## src/rtl/cts_pkg.sv

```systemverilog
// Shared types and constants for the cosine series core.
// Holds the divider request/response words and the term divisor function.
// No dependencies.
`timescale 1ns / 1ps
`default_nettype none

package cts_pkg;

  // Input field widths.
  localparam int XW   = 20;  // x_value
  localparam int TCW  = 5;   // term_count

  // Term magnitude: clamped to 2^31-1, so 31 bits.
  localparam int MAGW = 31;
  localparam int SUMW = 32;

  // Divisor (2i-1)(2i) for i up to 31 fits in 12 bits.
  localparam int KW       = 12;
  // Quotient bits produced by the divider and bits retired per cycle.
  localparam int QW       = 32;
  localparam int DIV_STEP = 8;
  localparam int DIV_CYC  = QW / DIV_STEP;
  localparam int DIV_CNTW = $clog2(DIV_CYC);

  typedef struct packed {
    logic          start;
    logic [KW-1:0] rem;   // upper numerator bits, already below den
    logic [QW-1:0] num;   // lower numerator bits, shifted in MSB first
    logic [KW-1:0] den;
  } div_req_t;

  typedef struct packed {
    logic          done;
    logic [QW-1:0] quo;
  } div_rsp_t;

  // Divisor of term i: (2i-1)(2i).
  function automatic logic [KW-1:0] term_div(input logic [TCW-1:0] i);
    logic [TCW:0] two_i;
    logic [TCW:0] two_i_m1;
    two_i    = {i, 1'b0};
    two_i_m1 = two_i - (TCW+1)'(1);
    // Widen both factors first so the product keeps all its bits.
    return KW'(two_i) * KW'(two_i_m1);
  endfunction

endpackage

`default_nettype wire

```

## src/rtl/cts_div.sv

```systemverilog
// Iterative unsigned divider: 32 quotient bits, eight per cycle.
// Depends on cts_pkg for the request and response words.
`timescale 1ns / 1ps
`default_nettype none

module cts_div
  import cts_pkg::*;
(
  input  wire logic     clk,
  input  wire logic     rst_n,
  input  wire div_req_t req,
  output div_rsp_t      rsp
);

  logic                busy_r;
  logic                done_r;
  logic [DIV_CNTW-1:0] cnt_r;
  logic [KW-1:0]       rem_r;
  logic [KW-1:0]       den_r;
  logic [QW-1:0]       sh_r;

  logic [KW:0]         rem_t;
  logic [QW-1:0]       sh_t;

  // Restoring division, one bit per step.
  always_comb begin
    rem_t = {1'b0, rem_r};
    sh_t  = sh_r;
    for (int j = 0; j < DIV_STEP; j++) begin
      rem_t = {rem_t[KW-1:0], sh_t[QW-1]};
      sh_t  = {sh_t[QW-2:0], 1'b0};
      if (rem_t >= {1'b0, den_r}) begin
        rem_t   = rem_t - {1'b0, den_r};
        sh_t[0] = 1'b1;
      end
    end
  end

  always_ff @(posedge clk) begin
    if (!rst_n) begin
      busy_r <= 1'b0;
      done_r <= 1'b0;
      cnt_r  <= '0;
    end else begin
      done_r <= 1'b0;
      if (req.start) begin
        busy_r <= 1'b1;
        cnt_r  <= '0;
      end else if (busy_r) begin
        cnt_r <= cnt_r + DIV_CNTW'(1);
        if (cnt_r == DIV_CNTW'(DIV_CYC - 1)) begin
          busy_r <= 1'b0;
          done_r <= 1'b1;
        end
      end
    end
  end

  always_ff @(posedge clk) begin
    if (req.start) begin
      rem_r <= req.rem;
      sh_r  <= req.num;
      den_r <= req.den;
    end else if (busy_r) begin
      rem_r <= rem_t[KW-1:0];
      sh_r  <= sh_t;
    end
  end

  assign rsp.done = done_r;
  assign rsp.quo  = sh_r;

endmodule

`default_nettype wire

```

## src/rtl/cosine_taylor_series_core.sv

```systemverilog
// Cosine series core: sums the first n terms of 1 - x^2/2! + x^4/4! - ...
// in fixed point. One shared multiplier and one iterative divider under a
// small sequencer. Depends on cts_pkg and cts_div.
//
// Usage
//   in_*  : one word per evaluation. in_tdata[19:0] = x_value (signed,
//           FRAC_BITS fraction bits), in_tdata[24:20] = term_count.
//           A term_count of zero counts as one, above MAX_TERMS as MAX_TERMS.
//   out_* : one word per input. out_tdata = series_sum (signed, FRAC_BITS
//           fraction bits), out_tuser = saturated (a term or the sum clamped).
// Timing
//   in_tready is high only while the sequencer is idle. The sequencer first
//   squares x and accumulates the first term; every further term then takes
//   the shared multiplier, a scale and range-check step, the divider (eight
//   quotient bits a cycle) and an accumulate step. A clamped term skips the
//   divider. The next word can be taken in the cycle that out_tvalid rises.
// Reset and stalls
//   rst_n (synchronous, active low) idles the sequencer and drops out_tvalid.
//   The result waits in an output register, so a new word is accepted while
//   it is held; should the next result finish before it is taken, the
//   sequencer holds in its done state until out_tready frees the register.
`timescale 1ns / 1ps
`default_nettype none

module cosine_taylor_series_core
  import cts_pkg::*;
#(
  parameter int MAX_TERMS = 16,
  parameter int FRAC_BITS = 16
) (
  input  wire logic        clk,
  input  wire logic        rst_n,
  // Input stream
  input  wire logic        in_tvalid,
  output logic             in_tready,
  input  wire logic [31:0] in_tdata,   // [19:0] x_value, [24:20] term_count
  // Result stream
  output logic             out_tvalid,
  input  wire logic        out_tready,
  output logic [31:0]      out_tdata,  // [31:0] series_sum
  output logic             out_tuser   // [0] saturated
);

  // Widths that follow from the fraction width.
  localparam int X2W = 2 * XW - FRAC_BITS;          // rounded x^2
  localparam int MB  = (X2W > XW) ? X2W : XW;       // shared multiplier B port
  localparam int PW  = MAGW + MB;                   // product
  localparam int NW  = PW + 1 - FRAC_BITS;          // scaled numerator
  localparam int CW  = (NW > KW + QW) ? NW : KW + QW; // compare width

  localparam logic [MAGW-1:0] MAG_MAX = '1;

  typedef enum logic [6:0] {
    S_IDLE  = 7'b0000001,
    S_SQ    = 7'b0000010,
    S_ACC   = 7'b0000100,
    S_MUL   = 7'b0001000,
    S_SCALE = 7'b0010000,
    S_DIV   = 7'b0100000,
    S_DONE  = 7'b1000000
  } state_t;

  state_t          state_r, state_nxt;
  logic [XW-1:0]   ax_r, ax_nxt;
  logic [X2W-1:0]  x2_r, x2_nxt;
  logic [PW-1:0]   p_r, p_nxt;
  logic [MAGW-1:0] mag_r, mag_nxt;
  logic [SUMW-1:0] sum_r, sum_nxt;
  logic            sat_r, sat_nxt;
  logic [TCW-1:0]  i_r, i_nxt;
  logic [TCW-1:0]  last_r, last_nxt;
  logic            out_valid_r, out_valid_nxt;
  logic [SUMW-1:0] out_sum_r;
  logic            out_sat_r;

  logic            in_acc;
  logic            out_load;
  logic [XW-1:0]   x_in;
  logic [TCW-1:0]  tc_in;
  logic [TCW-1:0]  n_clamp;

  logic [MAGW-1:0] mul_a;
  logic [MB-1:0]   mul_b;
  logic [PW-1:0]   prod;

  logic [KW-1:0]   kdiv;
  logic [PW:0]     nsum;
  logic [CW-1:0]   ncw;
  logic [CW-1:0]   nlim;
  logic            scale_sat;

  logic [SUMW:0]   acc_s;
  logic [SUMW:0]   acc_term;

  div_req_t        div_req;
  div_rsp_t        div_rsp;

  assign in_tready = (state_r == S_IDLE);
  assign in_acc    = in_tvalid && in_tready;
  assign x_in      = in_tdata[XW-1:0];
  assign tc_in     = in_tdata[XW +: TCW];

  // Clamp the term count to [1, MAX_TERMS].
  always_comb begin
    n_clamp = tc_in;
    if (tc_in == '0) begin
      n_clamp = TCW'(1);
    end else if ({1'b0, tc_in} > (TCW+1)'(MAX_TERMS)) begin
      n_clamp = TCW'(MAX_TERMS);
    end
  end

  // Shared multiplier: |x|*|x| while squaring, magnitude*x^2 per term.
  always_comb begin
    if (state_r == S_SQ) begin
      mul_a = MAGW'(ax_r);
      mul_b = MB'(ax_r);
    end else begin
      mul_a = mag_r;
      mul_b = MB'(x2_r);
    end
    prod = PW'(mul_a) * PW'(mul_b);
  end

  // Scale by 2^-FRAC_BITS with rounding, then range-check against k*2^31.
  assign kdiv      = term_div(i_r);
  assign nsum      = {1'b0, p_r} + ((PW+1)'(kdiv) << (FRAC_BITS - 1));
  assign ncw       = CW'(nsum >> FRAC_BITS);
  assign nlim      = CW'(kdiv) << MAGW;
  assign scale_sat = (ncw >= nlim);

  assign div_req.start = (state_r == S_SCALE) && !scale_sat;
  assign div_req.rem   = ncw[QW +: KW];
  assign div_req.num   = ncw[QW-1:0];
  assign div_req.den   = kdiv;

  cts_div u_div (
    .clk   (clk),
    .rst_n (rst_n),
    .req   (div_req),
    .rsp   (div_rsp)
  );

  // Accumulate with alternating sign; odd terms subtract.
  assign acc_term = (SUMW+1)'(mag_r);
  assign acc_s    = i_r[0] ? ({sum_r[SUMW-1], sum_r} - acc_term)
                           : ({sum_r[SUMW-1], sum_r} + acc_term);

  assign out_load = (state_r == S_DONE) && (!out_valid_r || out_tready);

  always_comb begin
    state_nxt = state_r;
    ax_nxt    = ax_r;
    x2_nxt    = x2_r;
    p_nxt     = p_r;
    mag_nxt   = mag_r;
    sum_nxt   = sum_r;
    sat_nxt   = sat_r;
    i_nxt     = i_r;
    last_nxt  = last_r;
    unique case (state_r)
      S_IDLE: begin
        if (in_acc) begin
          ax_nxt    = x_in[XW-1] ? (~x_in + XW'(1)) : x_in;
          last_nxt  = n_clamp - TCW'(1);
          mag_nxt   = MAGW'(1) << FRAC_BITS;
          sum_nxt   = '0;
          sat_nxt   = 1'b0;
          i_nxt     = '0;
          state_nxt = S_SQ;
        end
      end
      S_SQ: begin
        x2_nxt    = X2W'((prod + (PW'(1) << (FRAC_BITS - 1))) >> FRAC_BITS);
        state_nxt = S_ACC;
      end
      S_ACC: begin
        if (!acc_s[SUMW] && acc_s[SUMW-1]) begin
          sum_nxt = {1'b0, {(SUMW-1){1'b1}}};
          sat_nxt = 1'b1;
        end else if (acc_s[SUMW] && !acc_s[SUMW-1]) begin
          sum_nxt = {1'b1, {(SUMW-1){1'b0}}};
          sat_nxt = 1'b1;
        end else begin
          sum_nxt = acc_s[SUMW-1:0];
        end
        if (i_r == last_r) begin
          state_nxt = S_DONE;
        end else begin
          i_nxt     = i_r + TCW'(1);
          state_nxt = S_MUL;
        end
      end
      S_MUL: begin
        p_nxt     = prod;
        state_nxt = S_SCALE;
      end
      S_SCALE: begin
        if (scale_sat) begin
          mag_nxt   = MAG_MAX;
          sat_nxt   = 1'b1;
          state_nxt = S_ACC;
        end else begin
          state_nxt = S_DIV;
        end
      end
      S_DIV: begin
        if (div_rsp.done) begin
          mag_nxt   = div_rsp.quo[MAGW-1:0];
          state_nxt = S_ACC;
        end
      end
      S_DONE: begin
        if (out_load) begin
          state_nxt = S_IDLE;
        end
      end
      default: begin
        state_nxt = S_IDLE;
      end
    endcase
  end

  // Hold the result until taken; drop valid once the receiver takes it.
  assign out_valid_nxt = (out_valid_r && !out_tready) || out_load;

  always_ff @(posedge clk) begin
    if (!rst_n) begin
      state_r     <= S_IDLE;
      out_valid_r <= 1'b0;
    end else begin
      state_r     <= state_nxt;
      out_valid_r <= out_valid_nxt;
    end
  end

  always_ff @(posedge clk) begin
    ax_r   <= ax_nxt;
    x2_r   <= x2_nxt;
    p_r    <= p_nxt;
    mag_r  <= mag_nxt;
    sum_r  <= sum_nxt;
    sat_r  <= sat_nxt;
    i_r    <= i_nxt;
    last_r <= last_nxt;
    if (out_load) begin
      out_sum_r <= sum_r;
      out_sat_r <= sat_r;
    end
  end

  assign out_tvalid = out_valid_r;
  assign out_tdata  = out_sum_r;
  assign out_tuser  = out_sat_r;

  // An accepted word always starts with the square of x.
  a_accept_starts_square: assert property (@(posedge clk) disable iff (!rst_n)
    in_tvalid && in_tready |=> state_r == S_SQ)
    else $error("accepted word did not start squaring");

  // The term index never runs past the clamped count.
  a_index_in_range: assert property (@(posedge clk) disable iff (!rst_n)
    state_r == S_ACC |-> i_r <= last_r)
    else $error("term index beyond term count");

  // The divider only reports back while the sequencer waits on it.
  a_div_done_in_div: assert property (@(posedge clk) disable iff (!rst_n)
    div_rsp.done |-> state_r == S_DIV)
    else $error("divider finished outside the divide state");

  // A started division has its partial remainder below the divisor.
  a_div_start_rem: assert property (@(posedge clk) disable iff (!rst_n)
    div_req.start |-> div_req.rem < div_req.den)
    else $error("division started with remainder not below divisor");

endmodule

`default_nettype wire
```

## config.mk

```make
export PLATFORM = sky130hd
export DESIGN_NAME = cosine_taylor_series_core
export DESIGN_NICKNAME = d
export VERILOG_FILES = /design/src/rtl/cts_pkg.sv /design/src/rtl/cts_div.sv /design/src/rtl/cosine_taylor_series_core.sv
export SDC_FILE = /design/constraint.sdc
export NUM_CORES = 2
export LEC_CHECK = 0
export ABC_AREA = 1
export ABC_CLOCK_PERIOD_IN_PS = 14800
export BUFFER_PORTS_ARGS = -buffer_cell sky130_fd_sc_hd__buf_2
export CAP_MARGIN = 15
export CORE_ASPECT_RATIO = 1.25
export CORE_UTILIZATION = 55
export CTS_BUF_LIST = sky130_fd_sc_hd__clkbuf_4 sky130_fd_sc_hd__clkbuf_8
export DETAILED_ROUTE_END_ITERATION = 8
export PLACE_DENSITY = 0.79
export SLEW_MARGIN = 5
export SYNTH_ARGS = -nofsm -noshare
export SYNTH_HDL_FRONTEND = slang
export SYNTH_HIERARCHICAL = 1
export SYNTH_SLANG_ARGS = --single-unit
```

## constraint.sdc

```tcl
create_clock -name clk -period 14.8 [get_ports clk]
set_clock_uncertainty 0.1 [all_clocks]
set_input_delay 1.48 -clock clk [delete_from_list [all_inputs] [get_ports clk]]
set_output_delay 1.48 -clock clk [all_outputs]
set_load 0.005 [all_outputs]
```

==> flow_summary.yaml <==
logic_synthesis:
  synth_ff_type: "edfxtp_1"
  syn-cell-area_mm2: 0.0454
  ys_warn_count: 6
  synthArstFlopShare_pct: 0
  ys_types: 68
  ys_seq_area_share_pct: 16.8
  avgSynthCellArea_um2: 7.94
  synth_seq_cells: 258
  syn-instance-count: 5722
  synth_edf_count: 246
cells_and_area:
  finalNetCount: 7006
  synthToLayoutAreaGrowth_pct: 12.4
  layout_commonest_cell: "inv_1"
  mostFrequentLayoutCells: "1,207 x inv_1, 1,177 x nand2_1, 656 x fa_1"
  fin_util_pct: 62.6
  drive_gt1_share_pct: 13.8
  nFillCells: 6738
drt:
  wl_per_cell_um: 20.3
  vias: 39600
  viasPerCell: 5.60
  met3WireLength_um: 14400
  route.detailed.drc: 0
  wl_met2_um: 67600
  routed.top_layer: "met5"
  drt_iter0_markers: 3321
  drt-met1-wl_um: 49900
  postRouteWirelength_um: 143000
  drtPass1Iterations: 6
  ant_nets: 0
sta:
  rsz0062_at_grt: "true"
  tightest_slew_ps: 1040
  finalHoldViolations: 0
  min_period_ps: 14730
  setup_viol: 0
  fin_hold_ws_ps: 366
  maxClockFrequency_ghz: 0.0679
  relSlewSlack_pct: 30.7
  maxSlewViolCount: 0
  layout_worst_path_cycle_share_pct: 99.6
die:
  die_w_um: 259
  initial_utilization_pct: 55.7
  fp.coreArea_mm2: 0.0815
  die_h_um: 323
  num_rows: 117
  pin_count: 71
  die_area_mm2: 0.0837
run:
  cap_viol_max_count: 0
critical_path:
  cp_slowest_cell: "edfxtp_1"
  path_common_cell: "nand2_2"
  r2r_end: "u_div/rem_r[8]"
  ff2ff_path_depth: 111
  r2r_start: "u_div/rem_r[2]"
  critPathMaxStageDelay_ps: 440
  cp-end-kind: "register"
  crit_fanout: 7
  arrival_ps: 15010
  critPathKind: "reg -> reg"
  startpoint_type: "register"
  critPathRequiredTime_ps: 15080
  regToRegSetupSlack_ps: 70
clock_tree:
  path_clk_slew_ps: 70
  cts_hold_buf: 0
  numCtsBuffers: 45
  cts_tree: "done"
  cts.root.buffer_cell: "clkbuf_8"
  clock_latency_ps: 690
  cts.sinks: 258
  cts_htree_levels: 2
  clock_path_buffers: 3
global_routing:
  grt_max_degree: 68
  grt_pass1_vias: 39700
  grt_pass1_wl_um: 214000
  antenna_found_initial: 4
  grt.total_usage_pct: 33.7
  overflow: 0
worst_hold_path:
  min_path_type: "reg -> reg"
  hold_path_end: "out_tdata[23]"
  min-delay-start: "sum_r[23]"
  holdPathStages: 0
placement:
  io_buffers: 63
  gp_congestion: 1.03
  place_hpwl_um: 113000
status:
  status: "completed"
[synthesized netlist by cell type (21+ instances only)]
library cell / n / area share, %
nor2_1: 609 / 5.0
clkbuf_1: 106 / 0.88
o21ai_0: 148 / 1.6
or2_2: 21 / 0.29
xnor2_1: 87 / 1.7
edfxtp_1: 246 / 16
ha_1: 352 / 9.7
xor2_1: 145 / 2.8
nand2_1: 1241 / 10
a21oi_1: 208 / 2.3
nor3_1: 47 / 0.52
nand4_1: 56 / 0.77
o21ai_1: 43 / 0.47
nand2_2: 38 / 0.52
nand3_2: 27 / 0.60
nand3_1: 153 / 1.7
fa_1: 657 / 29
inv_1: 1254 / 10
[how the worst max path moves through the flow]
stage              startpoint         endpoint  slack (ps)  cells past startpoint
2_1_floorplan  u_div/den_r[1]   u_div/rem_r[4]          20                    124
3_3_place_gp   u_div/sh_r[31]  u_div/rem_r[11]         130                    116
3_5_place_dp   u_div/sh_r[31]   u_div/rem_r[0]        -220                    116
4_1_cts        u_div/den_r[1]   u_div/rem_r[0]          20                    112
5_1_grt        u_div/den_r[8]   u_div/rem_r[8]        -800                    114
6_report       u_div/rem_r[2]   u_div/rem_r[8]          70                    111
[repair_timing]
item                       4_1_cts  5_1_grt
pin swaps                       12      146
setup buffers                   13       57
setup endpoints to repair       13       13
gates cloned                     1        5
resized for setup               18      271
[area by class of cell]
type	count	area [um2]	share of cell area, %
repair buffers	333	2520	4.94
flip-flops and latches	258	7630	14.9
inverters	1284	4850	9.50
repair inverters	1	6.26	0.0123
clock inverters	25	206	0.405
well taps	1071	1340	2.63
clock buffers	59	724	1.42
multi-input cells	4038	33700	66.1
diodes	4	10.0	0.0196
[sequential cells by signal, indices dropped and copies added, names as in the netlist, 7 cells and up]
name         count
state_r          7
u_div/sh_r      32
mag_r           31
ax_r            20
x2_r            24
sum_r           32
p_r             39
out_tdata       32
u_div/rem_r     12
u_div/den_r     12
[kinds of logic (layout without fill, tap and decap cells)]
group                      count (synthesis)  in the layout  share of synthesized area [%]
adders and majority gates               1009           1009                           38.7
and+or+nand+nor                         2273           2274                           21.4
AOI/OAI and AO/OA                        513            513                           6.34
buffers and inverters                   1431           1702                           12.2
xor gates and xnor gates                 237            237                           4.65
other                                      1              9                        0.00826
DFF                                      258            258                           16.8
[per-layer routing]
metal,vias to the layer above,GRT usage (%)
li1,18000,-
met3,595,8.07
met1,19200,38.5
met4,2,22.7
met5,-,0
met2,1923,56.1
[stage by stage]
step / setup WS, ps / cell area (um2) / TNS [ps] / instances
floorplan: 18.7 / 45700 / 0 / 5726
finish: 65.7 / 51000 / 0 / 7073
global route: -804 / 51000 / -10220 / 7070
global placement: 131 / 48100 / 0 / 6907
CTS: 23.7 / 49300 / 0 / 7005
detailed placement: -224 / 48100 / -2560 / 6907
[critical path, delay by kind of cell, from the launching register on]
| family | cells | cell delay [ps] |
|---|---|---|
| fa+ha+maj | 8 | 2230 |
| compound gates | 31 | 4620 |
| xor+xnor | 1 | 250 |
| buf+inv | 17 | 1800 |
| flops | 1 | 440 |
| simple gates | 54 | 5040 |
Power is not shown: default switching activity piles up to over one toggle a cycle in this logic, so the estimate is an artifact.
